===== src/sv/xte_pkg.sv =====
// shared types, constants and escape tables of the xml text escaper
// no dependencies; used by the cell, emitter and top level
`timescale 1ns / 1ps

package xte_pkg;

  localparam int WindowDepth = 6;
  localparam int SeqIdxW     = 3;

  typedef enum logic [2:0] {
    ESC_PLAIN,
    ESC_LT,
    ESC_GT,
    ESC_AMP,
    ESC_QUOT,
    ESC_APOS
  } esc_t;

  // control broadcast to every window cell
  typedef struct packed {
    logic shift;
    logic load;
  } cell_ctrl_t;

  // handoff of one window byte to the emitter
  typedef struct packed {
    logic       load;
    esc_t       code;
    logic [7:0] ch;
    logic       last;
  } emit_req_t;

  // entity spellings, first character in the lowest byte
  localparam logic [5:0][7:0] EntLt   = {8'h00, 8'h00, ";", "t", "l", "&"};
  localparam logic [5:0][7:0] EntGt   = {8'h00, 8'h00, ";", "t", "g", "&"};
  localparam logic [5:0][7:0] EntAmp  = {8'h00, ";", "p", "m", "a", "&"};
  localparam logic [5:0][7:0] EntQuot = {";", "t", "o", "u", "q", "&"};
  localparam logic [5:0][7:0] EntApos = {";", "s", "o", "p", "a", "&"};

  function automatic logic [7:0] fold(input logic [7:0] c);
    logic [7:0] r;
    r = c;
    if (c >= "A" && c <= "Z") begin
      r = c + 8'h20;
    end
    return r;
  endfunction

  // compare the first n bytes of the window against an entity
  function automatic logic spells(input logic [WindowDepth-1:0][7:0] w,
                                  input logic [WindowDepth-1:0] vld,
                                  input logic [5:0][7:0] ent,
                                  input logic [SeqIdxW-1:0] n);
    logic ok;
    ok = vld[n-1];
    for (int k = 0; k < WindowDepth; k++) begin
      if (k < int'(n) && fold(w[k]) != ent[k]) begin
        ok = 1'b0;
      end
    end
    return ok;
  endfunction

  // pick the output sequence for the head byte of the window
  function automatic esc_t classify(input logic [WindowDepth-1:0][7:0] w,
                                    input logic [WindowDepth-1:0] vld);
    esc_t r;
    r = ESC_PLAIN;
    unique case (w[0])
      "<":  r = ESC_LT;
      ">":  r = ESC_GT;
      "\"": r = ESC_QUOT;
      "'":  r = ESC_APOS;
      "&": begin
        if (spells(w, vld, EntLt, 3'd4) || spells(w, vld, EntGt, 3'd4) ||
            spells(w, vld, EntAmp, 3'd5) || spells(w, vld, EntQuot, 3'd6) ||
            spells(w, vld, EntApos, 3'd6)) begin
          r = ESC_PLAIN;
        end else begin
          r = ESC_AMP;
        end
      end
      default: r = ESC_PLAIN;
    endcase
    return r;
  endfunction

  function automatic logic [SeqIdxW-1:0] seq_last_idx(input esc_t code);
    logic [SeqIdxW-1:0] r;
    unique case (code)
      ESC_PLAIN: r = 3'd0;
      ESC_LT:    r = 3'd3;
      ESC_GT:    r = 3'd3;
      ESC_AMP:   r = 3'd4;
      ESC_QUOT:  r = 3'd5;
      ESC_APOS:  r = 3'd5;
      default:   r = 3'd0;
    endcase
    return r;
  endfunction

  function automatic logic [7:0] seq_byte(input esc_t code,
                                          input logic [SeqIdxW-1:0] idx,
                                          input logic [7:0] ch);
    logic [7:0] r;
    unique case (code)
      ESC_PLAIN: r = ch;
      ESC_LT:    r = EntLt[idx];
      ESC_GT:    r = EntGt[idx];
      ESC_AMP:   r = EntAmp[idx];
      ESC_QUOT:  r = EntQuot[idx];
      ESC_APOS:  r = EntApos[idx];
      default:   r = ch;
    endcase
    return r;
  endfunction

endpackage


===== src/sv/xte_cell.sv =====
// one lookahead window cell: holds a byte and its valid bit
// depends on xte_pkg; chained by xml_text_escaper, oldest byte in cell 0
`timescale 1ns / 1ps

module xte_cell (
  input  logic              clk,
  input  logic              rst,
  input  xte_pkg::cell_ctrl_t ctrl,
  input  logic [7:0]        in_data,
  input  logic [7:0]        next_data,
  input  logic              next_vld,
  input  logic              prev_vld,
  output logic [7:0]        data,
  output logic              vld
);
  import xte_pkg::*;

  logic [7:0] data_next;
  logic       vld_next;

  always_comb begin
    data_next = data;
    vld_next  = vld;
    priority if (ctrl.shift) begin
      if (next_vld) begin
        vld_next  = 1'b1;
        data_next = next_data;
      end else if (ctrl.load && vld) begin
        // tail cell frees up and takes the new item at once
        vld_next  = 1'b1;
        data_next = in_data;
      end else begin
        vld_next = 1'b0;
      end
    end else if (!vld && ctrl.load && prev_vld) begin
      vld_next  = 1'b1;
      data_next = in_data;
    end else begin
      data_next = data;
      vld_next  = vld;
    end
  end

  always_ff @(posedge clk) begin
    if (rst) begin
      vld <= 1'b0;
    end else begin
      vld <= vld_next;
    end
    data <= data_next;
  end

endmodule


===== src/sv/xte_emit.sv =====
// expands one window byte into its output sequence, one byte per cycle while the output is ready
// depends on xte_pkg; drives the master side of xml_text_escaper
`timescale 1ns / 1ps

module xte_emit (
  input  logic               clk,
  input  logic               rst,
  input  xte_pkg::emit_req_t req,
  output logic               free,
  output logic               out_valid,
  input  logic               out_ready,
  output logic [7:0]         out_data,
  output logic               out_last
);
  import xte_pkg::*;

  logic               busy, busy_next;
  esc_t               code, code_next;
  logic [7:0]         ch, ch_next;
  logic [SeqIdxW-1:0] idx, idx_next;
  logic               last_flag, last_next;
  logic               at_end;

  always_comb begin
    at_end    = idx == seq_last_idx(code);
    free      = !busy || (out_ready && at_end);
    busy_next = busy;
    code_next = code;
    ch_next   = ch;
    idx_next  = idx;
    last_next = last_flag;
    if (busy && out_ready && !at_end) begin
      idx_next = idx + 3'd1;
    end else if (free) begin
      busy_next = req.load;
      if (req.load) begin
        code_next = req.code;
        ch_next   = req.ch;
        last_next = req.last;
        idx_next  = '0;
      end
    end
  end

  assign out_valid = busy;
  assign out_data  = seq_byte(code, idx, ch);
  assign out_last  = last_flag && at_end;

  always_ff @(posedge clk) begin
    if (rst) begin
      busy <= 1'b0;
      idx  <= '0;
    end else begin
      busy <= busy_next;
      idx  <= idx_next;
    end
    code      <= code_next;
    ch        <= ch_next;
    last_flag <= last_next;
  end

endmodule


===== src/sv/xml_text_escaper.sv =====
// Escapes a byte stream for use as XML text, one byte per item. Bytes pass
// through a six-byte lookahead window, so the first output appears only once
// six bytes are held or the last item of a string has arrived. Plain text
// moves at one item per cycle while the output is ready. A byte that becomes
// &lt; &gt; &amp; &quot; or &apos; occupies the output until its whole entity
// is sent, and while the window is full the input waits for it. An '&' that
// already starts one of these entities (letters in any case, all of it inside
// the window) is passed unchanged. After an item with tlast the window drains,
// each held byte expanded in turn, and no input is taken until the final held
// byte has moved to the output stage.
// depends on xte_pkg, xte_cell and xte_emit
`timescale 1ns / 1ps

module xml_text_escaper (
  input  logic       clk,
  input  logic       rst,
  input  logic       s_axis_tvalid,
  output logic       s_axis_tready,
  input  logic [7:0] s_axis_tdata,   // [7:0] in_byte
  input  logic       s_axis_tlast,
  output logic       m_axis_tvalid,
  input  logic       m_axis_tready,
  output logic [7:0] m_axis_tdata,   // [7:0] out_byte
  output logic       m_axis_tlast
);
  import xte_pkg::*;

  logic [WindowDepth-1:0][7:0] cell_data;
  logic [WindowDepth-1:0]      cell_vld;
  cell_ctrl_t                  ctrl;
  emit_req_t                   req;
  logic                        emit_free;
  logic                        draining, draining_next;
  logic                        pop, accept;

  // head leaves when the emitter is free and the window is full or a drain is on
  assign pop    = emit_free && cell_vld[0] && (draining || cell_vld[WindowDepth-1]);
  assign s_axis_tready = !draining && (!cell_vld[WindowDepth-1] || pop);
  assign accept = s_axis_tvalid && s_axis_tready;

  assign ctrl.shift = pop;
  assign ctrl.load  = accept;

  assign req.load = pop;
  assign req.code = classify(cell_data, cell_vld);
  assign req.ch   = cell_data[0];
  assign req.last = draining && !cell_vld[1];

  always_comb begin
    priority if (accept && s_axis_tlast) begin
      draining_next = 1'b1;
    end else if (pop && req.last) begin
      draining_next = 1'b0;
    end else begin
      draining_next = draining;
    end
  end

  always_ff @(posedge clk) begin
    if (rst) begin
      draining <= 1'b0;
    end else begin
      draining <= draining_next;
    end
  end

  for (genvar i = 0; i < WindowDepth; i++) begin : g_cell
    logic [7:0] nb_data;
    logic       nb_vld;
    logic       pv_vld;

    if (i == WindowDepth - 1) begin : g_tail
      assign nb_data = 8'h00;
      assign nb_vld  = 1'b0;
    end else begin : g_mid
      assign nb_data = cell_data[i+1];
      assign nb_vld  = cell_vld[i+1];
    end

    if (i == 0) begin : g_head
      assign pv_vld = 1'b1;
    end else begin : g_rest
      assign pv_vld = cell_vld[i-1];
    end

    xte_cell u_cell (
      .clk       (clk),
      .rst       (rst),
      .ctrl      (ctrl),
      .in_data   (s_axis_tdata),
      .next_data (nb_data),
      .next_vld  (nb_vld),
      .prev_vld  (pv_vld),
      .data      (cell_data[i]),
      .vld       (cell_vld[i])
    );
  end

  xte_emit u_emit (
    .clk       (clk),
    .rst       (rst),
    .req       (req),
    .free      (emit_free),
    .out_valid (m_axis_tvalid),
    .out_ready (m_axis_tready),
    .out_data  (m_axis_tdata),
    .out_last  (m_axis_tlast)
  );

endmodule


===== config.mk =====
export PLATFORM = sky130hd
export DESIGN_NAME = xml_text_escaper
export DESIGN_NICKNAME = d
export VERILOG_FILES = /design/src/sv/xte_pkg.sv /design/src/sv/xte_cell.sv /design/src/sv/xte_emit.sv /design/src/sv/xml_text_escaper.sv
export SDC_FILE = /design/constraint.sdc
export NUM_CORES = 1
export LEC_CHECK = 0
export BUFFER_PORTS_ARGS = -buffer_cell sky130_fd_sc_hd__buf_2
export CORE_MARGIN = 2
export CORE_UTILIZATION = 61
export DETAILED_ROUTE_END_ITERATION = 8
export HOLD_SLACK_MARGIN = 0.1
export PLACE_DENSITY = 0.85
export SETUP_SLACK_MARGIN = 0.02
export SYNTH_ARGS = -nofsm -noshare
export SYNTH_HDL_FRONTEND = slang
export SYNTH_SLANG_ARGS = --single-unit
export TNS_END_PERCENT = 10

===== constraint.sdc =====
create_clock -name clk -period 3.9 [get_ports clk]
set_clock_uncertainty 0.1 [all_clocks]
set_input_delay 0.195 -clock clk [delete_from_list [all_inputs] [get_ports clk]]
set_output_delay 0.195 -clock clk [all_outputs]
set_load 0.1 [all_outputs]

[Word-level counts from Yosys, hierarchy flattened]
Memory sizes are Yosys's and may differ from the RTL's. A register that Yosys moved wholly into a read port is not among the register bits.
Index checks and enable logic that the tools add are counted.
Word-level totals
  bits in registers: 71
  memory bits (read-only): 320
  input port bits: 13
  output and inout bits: 11
  logic and storage cells: 257
  memories kept: 5
Cells by class
  add/subtract/negate cells: 7
  order comparisons: 13
  equality and inequality tests: 33
  multiplexer cells: 110
  bitwise operators: 1
  reductions and logical operators: 70
Memory list
  (name not given): depth 8, width 8, rd ports 1, clocked after Yosys merged registers in 1, wr ports 0, line xte_pkg.sv:110  | ESC_AMP: r = EntAmp[idx];
  (name not given): depth 8, width 8, rd ports 1, clocked after Yosys merged registers in 1, wr ports 0, line xte_pkg.sv:108  | ESC_LT: r = EntLt[idx];
  (name not given): depth 8, width 8, rd ports 1, clocked after Yosys merged registers in 1, wr ports 0, line xte_pkg.sv:109  | ESC_GT: r = EntGt[idx];
  (name not given): depth 8, width 8, rd ports 1, clocked after Yosys merged registers in 1, wr ports 0, line xte_pkg.sv:111  | ESC_QUOT: r = EntQuot[idx];
  (name not given): depth 8, width 8, rd ports 1, clocked after Yosys merged registers in 1, wr ports 0, line xte_pkg.sv:112  | ESC_APOS: r = EntApos[idx];
Operator list (number)
  two-way mux 8 bit: 40
  inequality test 8 x 7 -> 1 bit (second input constant): 12
  two-way mux 1 bit: 53
  adder 8 x 6 -> 8 bit (second input constant): 6
  >= comparator 8 x 7 -> 1 bit (second input constant): 6
  less-or-equal comparator 8 x 7 -> 1 bit (second input constant): 6
  equality test 8 x 6 -> 1 bit (second input constant): 5
  case mux 8 bit (5 select lines): 1
  two-way mux 3 bit: 13
  logical AND 1 bit: 34
  inequality test 8 x 6 -> 1 bit (second input constant): 4
  nonzero test 2 bit: 9
  AND reduction 2 bit: 8
  inequality test 3 x 1 -> 1 bit (second input constant): 5
  case mux 3 bit (5 select lines): 1
  zero test 1 bit: 9
  case mux 3 bit (3 select lines): 1
  logical OR 1 bit: 7
  equality test 3 x 2 -> 1 bit (second input constant): 2
  equality test 3 bit (second input constant): 2
  < comparator 3 x 4 -> 1 bit (second input constant): 1
  OR reduction 2 bit: 2
  adder 3 x 1 -> 3 bit (second input constant): 1
  equality test 3 x 1 -> 1 bit (second input constant): 1
  5 further kinds: 5

[Longest topological paths before layout]
Gate-level depths: netlist of run 1.
  word-level depth: 16
  depth in mapped cells: 13
  depth with buffers taken out: 11

[Cells and area by module]
A second synthesis of run 1 with hierarchy kept.
Second synthesis, totals
  cell total of the unflattened synthesis: 443
  area total of the unflattened synthesis: 5151.2 um2
Modules (own cells, without submodules)
  xte_cell: instances 6, cells an instance 26, area an instance 416.6 um2, sequential area each 260.2 um2
  xte_emit: instances 1, cells an instance 186, area an instance 1965.6 um2, sequential area each 920.9 um2
  xml_text_escaper: instances 1, cells an instance 101, area an instance 685.7 um2, sequential area each 20.0 um2

[Worst setup path after synthesis of run 1]
No wires, ideal clock.
  path kind: reg2out
  from: reg u_emit.code[1]
  to: out m_axis_tdata[2]
  arrival: 3573 ps
  data required time: 3605 ps
  slack: 32 ps
  stages on the path, launching flop included: 7
  path buffers: 2
  path through: edfxtp_1 -> clkbuf_1 -> inv_1 -> ha_1 -> clkbuf_1 -> nor2b_1 -> o21ai_0
On the way
  cells in the longest elaborated chain, start to end: 2
  elaborated cells between the ends (all ways): 6
  classes of those cells: 5 x eq/ne; 1 x mux
Ends and longest elaborated chain
  start, declared: line xte_emit.sv:18  | esc_t code, code_next;
  start signal, assigned: line xte_emit.sv:57  | code <= code_next;
  equality test 3 bit, or another cell as far along: line xte_pkg.sv:106  | unique case (code)
  case mux 8 bit (5 select lines) *: line xte_pkg.sv:106
  end, declared: line xml_text_escaper.sv:23  | output logic [7:0] m_axis_tdata,
Every way passes the cells marked *; elsewhere a longest branch is shown, timed or not.

[Final worst setup path of run 1]
  from: reg u_emit.code[2]
  to: out s_axis_tready
On the way
  cells in the longest elaborated chain, start to end: 10
  elaborated cells between the ends (all ways): 15
  classes of those cells: 6 x eq/ne; 1 x mux; 8 x reduce/logical
Ends and longest elaborated chain
  equality test 3 bit, or another cell as far along: line xte_pkg.sv:90  | unique case (code)
  OR reduction 2 bit (no line)
  case mux 3 bit (3 select lines) *: line xte_pkg.sv:90
  equality test 3 bit *: line xte_emit.sv:25  | at_end = idx == seq_last_idx(code);
  logical AND 1 bit *: line xte_emit.sv:26  | free = !busy || (out_ready && at_end);
  logical OR 1 bit *: line xte_emit.sv:26
  logical AND 1 bit * (2 in series): line xml_text_escaper.sv:37  | assign pop = emit_free && cell_vld[0] && (draining || cell_vld[WindowDepth-1]);
  logical OR 1 bit *: line xml_text_escaper.sv:38  | assign s_axis_tready = !draining && (!cell_vld[WindowDepth-1] || pop);
  logical AND 1 bit *: line xml_text_escaper.sv:38
  end, declared: line xml_text_escaper.sv:18  | output logic s_axis_tready,
Marks and branches as above.

==> reports/results.ini, run 1 <==
[status]
outcome = finished, final reports clean

[die]
die_w_um = 94.47
die_area_mm2 = 0.008924
start_util_pct = 63.62
pin_count = 24
rows = 32
core_area_mm2 = 0.007848
die_h_um = 94.47

[sta]
hold_viol_final = 0
fin_crit_ps = 3411
maxSlewViolCount = 0
tightestPinTransition_ps = 843.4
finalCritPeriodShare_pct = 87.45
setup_viol = 0
tns_ps = 0
max-slew-margin-rel_pct = 43.77
rsz0062_at_grt = no
setup_slack_ps = 489.4
whs_ps = 135.5
timing.fmax_mhz = 293.2

[synth]
ys.flop_type = edfxtp_1
syn_inst = 450
ys_seq_elements = 95
synth_edf_count = 60
synth_top_family_by_area = simple AND/OR/NAND/NOR gates
synth_fa_ha_area_share_pct = 3.509
yosys_warnings = 0
synth_xor_area_share_pct = 0.5263
synth_area_per_cell_um2 = 11.09
yosys-mux-area-fraction_pct = 11.98
syn_nets = 477
async_flop_share_pct = 0
synthSimpleGateAreaFrac_pct = 15.89
ys_seq_area_share_pct = 50.13
ys_types = 72
synth_compound_area_share_pct = 14.89
syn_area_mm2 = 0.004992

[global_routing]
grt_pass1_vias = 3702
grt_overflow = 0
grt_start_max_net_pins = 23
antenna_found_initial = 0
grt_first_pass_wirelength_mm = 18.06
grt_util_all_layers_pct = 26.25

[worst_setup_path]
required_ps = 3610
path_common_cell = a21oi_2
cpPeakStageDelay_ps = 740
endpoint = s_axis_tready
worst-setup-path-type = reg -> out
cp_max_fo = 18
startpoint_type = flop
cp.arrival_ps = 3120
r2r-start = u_emit.code[2]
cp_cell_sequence = ha_1 > nand3_1 > a211oi_1 > nor2_1 > a21oi_2 > a21oi_2 > a21oi_1 > buf_2
r2r_slack_ps = 510
cpMaxStageDelayCell = edfxtp_1
rr_worst_depth = 9
crit_start = u_emit.code[2]
cp-end-kind = primary output

[finish]
syn_to_final_growth_pct = 9.900
antennaDiodeCount = 0
nets = 510
fin_util_pct = 69.91
drive_above_1_share_pct = 21.72
fillCellCount = 593

[clock_network]
numCtsBuffers = 9
cts_sinks = 95
cts_htree_levels = 3
cts_buffer_depth = 2
post_cts_buffers = 0
tritoncts = yes
clkLatencyLatePin_ps = 360
cts_root_buffer = clkbuf_8
path_clk_slew_ps = 90
cts-hold-fix-buffers = 9
cts-resized-gates = 0

[routing]
drc = 0
vias = 3763
avgRoutedWirePerCell_um = 18.68
met3_length_um = 621
drtIter0Drc = 330
routed_wl_mm = 11.02
highest_layer = met4
wl_met1_mm = 4.728
ant_nets = 0
drtPass1Iterations = 5
via_per_inst = 6.378
dr_wl_met2_mm = 5.524

[hold_path]
min_path_type = in -> reg

[pwr]
p_per_area_mw_per_mm2 = 372.0
leakagePower_nw = 1.956
irDropWorstVdd_v = 0.0002800

[placed_design]
place_congestion = 0.9934
place_hpwl_mm = 7.869
portBuffers = 23
place_worst_setup_slack_ps = 577.7

[run]
drv_cap = 0

==> area by class of cell <==
type | count | area [µm²] | share of cell area [%]
sequential | 95 | 2502 | 45.61
multi-input combinational | 317 | 2336 | 42.58
timing repair buffer | 37 | 242.7 | 4.424
tap | 102 | 127.6 | 2.326
clock buffer | 9 | 123.9 | 2.258
inverter | 23 | 86.33 | 1.574
clock inverter | 7 | 67.56 | 1.231
==> power by group <==
| group | switching (mW) | internal, mW | total [mW] |
|---|---|---|---|
| combinational | 0.180 | 0.0786 | 0.259 |
| clock | 0.361 | 0.274 | 0.635 |
| sequential | 0.0357 | 1.11 | 1.15 |
| total | 0.577 | 1.46 | 2.04 |
==> logic make-up (layout without fill, tap and decap cells) <==
family          Yosys count  count (layout)
fa+ha+maj                14              14
buf+inv                  38              76
simple gates            145             145
compound gates          101             101
flops                    95              95
xor+xnor                  3               3
mux                      54              54
==> worst max-delay path: cells and delay by family, from the launching register on <==
family | cells | cell delay, ps
compound gates | 4 | 910
flops | 1 | 740
buf+inv | 1 | 440
fa+ha+maj | 1 | 360
simple gates | 2 | 310
==> cells in the final DEF, fill, tap and decap left out, drive strengths merged, types with 9 or more instances in the layout <==
cell and instances:
dfxtp 35, nor2b 12, nor2 31, inv 28
nand2 32, dlygate4sd3 9, edfxtp 60, nor3 13
buf 28, clkbuf 9, ha 14, mux2 46
a21oi 25, o21ai 18, nand3 12
==> metal layers <==
layer,vias up,global-route usage (%)
met1,1836,35.23
li1,1771,-
met3,18,4.230
met2,138,44.17
met4,0,7.971
met5,-,0
==> through the flow <==
| step | std cells | area (µm²) | power [mW] |
|---|---|---|---|
| after floorplan | 450 | 4992 | 1.353 |
| after global placement | 565 | 5205 | 1.412 |
| after detailed placement | 565 | 5205 | 1.418 |
| after CTS | 590 | 5487 | 2.039 |
| after global routing | 590 | 5487 | 2.105 |
| final | 590 | 5487 | 2.041 |
==> synthesized netlist by cell type (5+ instances only) <==
cell | n | area, µm²
inv_1 | 22 | 82.58
nor2_1 | 31 | 116.4
nor2b_1 | 12 | 75.07
a211oi_1 | 5 | 37.54
dfxtp_1 | 35 | 700.7
nand2_1 | 32 | 120.1
o22ai_1 | 7 | 43.79
mux2i_1 | 8 | 80.08
o21ai_0 | 15 | 75.07
a21oi_1 | 21 | 105.1
ha_1 | 14 | 175.2
clkbuf_1 | 6 | 22.52
edfxtp_1 | 60 | 1802
nand4_1 | 5 | 31.28
nor3_1 | 13 | 65.06
nand3_1 | 12 | 60.06
buf_2 | 6 | 30.03
mux2_2 | 42 | 473.0
==> worst min-delay path by stage <==
stage                        startpoint                        to  slack (ps)  cells after the start
6_report                   s_axis_tlast                  draining         140                      4
5_1_grt                    s_axis_tlast                  draining         160                      4
4_1_cts                    s_axis_tlast                  draining         150                      4
3_5_place_dp   g_cell[0].u_cell.data[7]              u_emit.ch[7]         370                      0
3_3_place_gp   g_cell[0].u_cell.data[4]              u_emit.ch[4]         360                      0
2_1_floorplan           s_axis_tdata[0]  g_cell[5].u_cell.data[0]         190                      0
Power figures use the tool's default switching activity.
==> inputs of run 2 (changes only) <==
--- a/config.mk
+++ b/config.mk
@@ -10,7 +10,7 @@
 export CORE_UTILIZATION = 61
 export DETAILED_ROUTE_END_ITERATION = 8
 export HOLD_SLACK_MARGIN = 0.1
-export PLACE_DENSITY = 0.85
+export PLACE_DENSITY_LB_ADDON = 0.2
 export SETUP_SLACK_MARGIN = 0.02
 export SYNTH_ARGS = -nofsm -noshare
 export SYNTH_HDL_FRONTEND = slang
==> run 2 against run 1 <==
Core utilization rose by 0.24 points; sequential power hardly changed; highest routed layer unchanged; die area did not move; critical path type unchanged; first-iteration DRC count is 17% lower; largest cell class unchanged; clock power grew 5.8%; sequential share of layout area shrank 0.16 points; register-to-register slack improved by 80 ps; worst hold slack lost 15 ps; via count is 0.58% lower; critical path depth unchanged; worst setup slack better by 36 ps; largest power group unchanged.
==> reports/results.ini, run 2 (same netlist as run 1, synthesis figures left out) <==
[status]
outcome = finished, final reports clean

[finish]
layout_commonest_cell = edfxtp_1
drive_above_1_share_pct = 21.68  ; -0.044 points
antennaDiodeCount = 0  ; unchanged
syn_to_final_growth_pct = 10.28
nets = 511  ; +0.20%
final_cell_mix = edfxtp_1, mux2_2, dfxtp_1, nand2_1, nor2_1
fillCellCount = 592  ; -0.17%
design_area_mm2 = 0.005505  ; +0.34%

[routing]
routed_wl_mm = 11.06  ; +0.40%
via_per_inst = 6.330  ; -0.75%
vias = 3741  ; -0.58%
drtPass1Iterations = 5  ; unchanged
drtIter0Drc = 273  ; -17%
drc = 0  ; unchanged
avgRoutedWirePerCell_um = 18.72  ; +0.23%
ant_nets = 0  ; unchanged

[sta]
fin_crit_ps = 3375  ; -35.54 ps
whs_ps = 120.9  ; -14.66 ps
tns_ps = 0  ; unchanged
finalCritPeriodShare_pct = 86.54  ; -0.91 points
tightestPinTransition_ps = 814.5  ; -28.99 ps
maxSlewViolCount = 0  ; unchanged
setup_viol = 0  ; unchanged
hold_viol_final = 0  ; unchanged
max-slew-margin-rel_pct = 45.70  ; +1.9 points
rsz0062_at_grt = no
timing.fmax_mhz = 296.3  ; +1.1%

[global_routing]
grt_overflow = 0  ; unchanged
grt_pass1_vias = 3670  ; -0.86%
grt.met2_usage_pct = 43.87  ; -0.30 points
antenna_found_initial = 0  ; unchanged
grt_util_all_layers_pct = 26.87  ; +0.62 points
grt_first_pass_wirelength_mm = 18.30  ; +1.3%
met3_usage_pct = 5.587  ; +1.4 points
grt_start_max_net_pins = 23  ; unchanged
grt-busiest-layer = met2
use_met1_pct = 36.57  ; +1.3 points

[clock_network]
numCtsBuffers = 9  ; unchanged
cts-resized-gates = 0  ; unchanged
post_cts_buffers = 0  ; unchanged
cts_sinks = 95  ; unchanged
cts_htree_levels = 3  ; unchanged
path_clk_slew_ps = 100  ; about the same
clkLatencyLatePin_ps = 380  ; +20 ps
cts-hold-fix-buffers = 9  ; unchanged
tritoncts = yes
cts_root_buffer = clkbuf_8
cts_buffer_depth = 2  ; unchanged

[placed_design]
portBuffers = 23  ; unchanged
place_hpwl_mm = 8.314  ; +5.7%
place_congestion = 0.8842  ; -11%
post_dp_cell_area_mm2 = 0.005213  ; +0.14%

[worst_setup_path]
cp_max_fo = 18  ; unchanged
startpoint_type = flop
worst-setup-path-type = reg -> out
cp.arrival_ps = 3080  ; -40 ps
required_ps = 3610  ; about the same
cp-end-kind = primary output

[die]
rows = 32  ; unchanged
core_area_mm2 = 0.007848  ; unchanged
die_area_mm2 = 0.008924  ; unchanged
pin_count = 24  ; unchanged
die_h_um = 94.47  ; unchanged
start_util_pct = 63.62  ; unchanged
die_w_um = 94.47  ; unchanged

[run]
drv_cap = 0  ; unchanged

[pwr]
leakagePower_nw = 1.955  ; about the same
p_per_area_mw_per_mm2 = 377.6  ; +1.5%
irDropWorstVdd_v = 0.0002611  ; -6.8%
p_total_mw = 2.079  ; +1.9%

[hold_path]
min_path_type = in -> reg

run 2: final cells by class:
cell class	count	area [µm²]	share of cell area [%]
multi-input combinational	317	2336	42.43
clock inverter	6	75.07	1.364
timing repair buffer	38	250.2	4.545
inverter	23	86.33	1.568
sequential	95	2502	45.45
clock buffer	10	127.6	2.318
tap	102	127.6	2.318
run 2: worst paths after layout:
kind,from,end,slack (ps),cells after the start
worst max-delay path,u_emit.code[2],s_axis_tready,520,8
worst min-delay path,s_axis_tlast,draining,120,4
worst max register to register,u_emit.code[2],flop,590,9
worst min register to register,g_cell[0].u_cell.data[3],u_emit.ch[3],380,0
run 2: per-layer routing:
metal | routed length (µm) | vias to the layer above
met5 | 0 | -
met4 | 131 | 0
met3 | 774 | 13
met2 | 5465 | 150
met1 | 4692 | 1793
li1 | - | 1785
run 2: worst max-delay path: stages, from the launching register on:
cell and delay (ps):
edfxtp_1 730, ha_1 360, nand3_1 140, a211oi_1 320
nor2_1 160, a21oi_2 270, a21oi_2 130, a21oi_1 170
buf_2 440
run 2: through the flow:
stage	setup slack [ps]	util, %	instances
floorplan	32.29	-	450
global placement	741.2	66.42	566
detailed placement	635.5	66.42	566
CTS	535.0	70.15	591
global route	285.8	70.15	591
finish	524.9	70.15	591
run 2: report_power, final:
part	internal [mW]	switching [mW]	leakage (nW)
clock	0.308	0.364	0.0998
combinational	0.0791	0.181	1.02
sequential	1.11	0.0354	0.831
total	1.50	0.580	1.96
==> inputs of run 3 (changes only) <==
--- a/config.mk
+++ b/config.mk
@@ -7,12 +7,13 @@
 export LEC_CHECK = 0
 export BUFFER_PORTS_ARGS = -buffer_cell sky130_fd_sc_hd__buf_2
 export CORE_MARGIN = 2
-export CORE_UTILIZATION = 61
+export CORE_UTILIZATION = 62
 export DETAILED_ROUTE_END_ITERATION = 8
 export HOLD_SLACK_MARGIN = 0.1
 export PLACE_DENSITY_LB_ADDON = 0.2
 export SETUP_SLACK_MARGIN = 0.02
 export SYNTH_ARGS = -nofsm -noshare
 export SYNTH_HDL_FRONTEND = slang
+export SYNTH_HIERARCHICAL = 1
 export SYNTH_SLANG_ARGS = --single-unit
 export TNS_END_PERCENT = 10
==> constraint.sdc (replaced) <==
create_clock -name clk -period 3.9 [get_ports clk]
set_clock_uncertainty 0.1 [all_clocks]
set_input_delay 0.78 -clock clk [delete_from_list [all_inputs] [get_ports clk]]
set_output_delay 0.78 -clock clk [all_outputs]
set_load 0.1 [all_outputs]
==> run 3 against run 2 <==
Cell area up 3.0%; sequential power is 3% lower; clock power down 5.8%; worst setup slack worse by 130 ps; via count fell by 4.4%; critical path depth unchanged; combinational power fell by 30%; register-to-register slack got worse by 190 ps; power down 7.3%; global-route usage fell by 3.5 points.
==> reports/results.ini, run 3 <==
[die]
core_area_mm2 = 0.008134  ; +3.7%
die_h_um = 95.15  ; +0.73%
start_util_pct = 63.33  ; -0.29 points
die_area_mm2 = 0.009054  ; +1.5%
die_w_um = 95.15  ; +0.73%
rows = 33  ; +3.1%
pin_count = 24  ; unchanged

[pwr]
irDropWorstVdd_v = 0.0002226  ; -15%
p_per_area_mw_per_mm2 = 340.1  ; -9.9%
leakagePower_nw = 2.146  ; +9.8%
p_total_mw = 1.928  ; -7.3%

[finish]
nets = 515  ; +0.78%
drive_above_1_share_pct = 26.92  ; +5.2 points
layout_commonest_cell = edfxtp_1
final_cell_mix = edfxtp_1, mux2_2, dfxtp_1, a21oi_1, nor2_1
antennaDiodeCount = 0  ; unchanged
syn_to_final_growth_pct = 10.06
design_area_mm2 = 0.005669  ; +3.0%

[synth]
synth_top_cell_by_area = edfxtp_1
synth_edf_count = 60  ; unchanged
async_flop_share_pct = 0  ; unchanged
syn_area_mm2 = 0.005151  ; +3.2%
ys_seq_elements = 95  ; unchanged
synthTopCellsByCount = edfxtp_1, mux2_2, dfxtp_1, a21oi_1, nor2_1
ys_seq_area_share_pct = 48.58  ; -1.5 points
synth_area_per_cell_um2 = 11.63  ; +4.8%
synth_most_common_cell = edfxtp_1
netlist.area_leader.share_pct = 34.98  ; -1.1 points
synth_top_cells_by_area = edfxtp_1, dfxtp_1, mux2_2
ys_types = 64  ; -11%
yosys_warnings = 6  ; +6
syn_inst = 443  ; -1.6%
ys.flop_type = edfxtp_1

[routing]
drtIter0Drc = 149  ; -45%
drtPass1Iterations = 4  ; -1
via_per_inst = 5.970  ; -5.7%
avgRoutedWirePerCell_um = 16.93  ; -9.5%
drc = 0  ; unchanged
routed_wl_mm = 10.14  ; -8.3%
vias = 3576  ; -4.4%
ant_nets = 0  ; unchanged

[placed_design]
post_dp_cell_area_mm2 = 0.005480  ; +5.1%
place_worst_setup_slack_ps = 439.6  ; -195.9 ps
place_hpwl_mm = 7.564  ; -9.0%
portBuffers = 23  ; unchanged
place_congestion = 0.9086  ; +2.8%

[global_routing]
grt_overflow = 0  ; unchanged
antenna_found_initial = 0  ; unchanged
grt_first_pass_wirelength_mm = 16.15  ; -12%
grt_pass1_vias = 3392  ; -7.6%
grt_start_max_net_pins = 31  ; +35%
grt_util_all_layers_pct = 23.35  ; -3.5 points

[clock_network]
cts_sinks = 95  ; unchanged
cts_root_buffer = clkbuf_8
post_cts_buffers = 0  ; unchanged
tritoncts = yes
cts_htree_levels = 3  ; unchanged
cts-resized-gates = 0  ; unchanged
cts_buffer_depth = 2  ; unchanged
numCtsBuffers = 9  ; unchanged
path_clk_slew_ps = 90  ; about the same
cts-hold-fix-buffers = 0  ; -9
clkLatencyLatePin_ps = 350  ; -30 ps

[sta]
maxSlewViolCount = 0  ; unchanged
setup_viol = 0  ; unchanged
fin_crit_ps = 3510  ; +134.6 ps
timing.fmax_mhz = 284.9  ; -3.8%
rsz0062_at_grt = no
finalCritPeriodShare_pct = 89.99  ; +3.5 points
setup_slack_ps = 390.3  ; -134.6 ps
max-slew-margin-rel_pct = 62.90  ; +17 points
tightestPinTransition_ps = 556.5  ; -257.9 ps
hold_viol_final = 0  ; unchanged

[run]
drv_cap = 0  ; unchanged

[worst_setup_path]
required_ps = 3020  ; -590 ps
cp-end-kind = primary output
startpoint_type = flop
worst-setup-path-type = reg -> out
cp.arrival_ps = 2630  ; -450 ps
cp_max_fo = 24  ; +6

[hold_path]
min_path_type = reg -> reg

[status]
outcome = finished, final reports clean

[run 3: cell count changes after synthesis, sizes merged, moves of 8 or more]
cell	before	now
o21ai	18	9
mux2	46	57
nand3b	1	11
nand3	12	2
a21oi	25	33
nand4bb	0	8
nand2b	4	12
[run 3: cell type report]
class                           count  area (µm²)
Tap cell                          105       131.4
Inverter                           18       67.56
Fill cell                         599        2465
Sequential cell                    95        2502
Clock buffer                       10       127.6
Multi-Input combinational cell    329        2566
Clock inverter                      6       61.31
Timing Repair Buffer               36       212.7
[run 3: critical path, cell delays in order (launching register included)]
cell	delay, ps
edfxtp_1	360
buf_4	270
nand4bb_1	240
a21oi_1	290
a21oi_2	140
o21ai_0	230
nand2_1	150
a21oi_2	160
buf_2	430
[run 3: where the power goes]
group,switching (mW),internal [mW]
combinational,0.116,0.0648
sequential,0.0236,1.09
clock,0.339,0.295
[run 3: final timing paths]
check             depth (start not counted)                     start  slack, ps            end
setup / recovery                          8            u_emit/code[2]        390  s_axis_tready
hold / removal                            0  g_cell[0].u_cell/data[4]        410   u_emit/ch[4]
setup reg to reg                         14            u_emit/code[2]        400           flop
hold reg to reg                           0  g_cell[0].u_cell/data[4]        410   u_emit/ch[4]
[run 3: stage by stage]
stage	cells	setup TNS, ps	util [%]	hold slack (ps)
6_report	599	0	69.70	413.9
5_1_grt	599	0	69.70	418.8
4_1_cts	599	0	69.70	409.4
3_5_place_dp	583	0	67.37	387.0
3_3_place_gp	583	0	67.37	374.0
2_1_floorplan	453	-13480	-	351.4
[run 3: layer usage]
layer	wire length (µm)	share of wire [%]	track usage, %	vias up
met1	4337	43	28.12	1748
met5	0	0	0	-
met3	304	3.0	3.241	13
met2	5371	53	42.49	61
met4	128	1.3	8.333	0
li1	-	-	-	1754
[run 3: cell families after synthesis]
| kind of cell | after synthesis | synth area share [%] |
|---|---|---|
| adders and majority gates | 13 | 3.158 |
| other | 2 | 0.1458 |
| muxes | 69 | 15.74 |
| buffers and inverters | 29 | 2.453 |
| AOI/OAI and AO/OA | 82 | 10.93 |
| xor gates and xnor gates | 3 | 0.5102 |
| DFF | 95 | 48.58 |
| and+or+nand+nor | 150 | 18.48 |
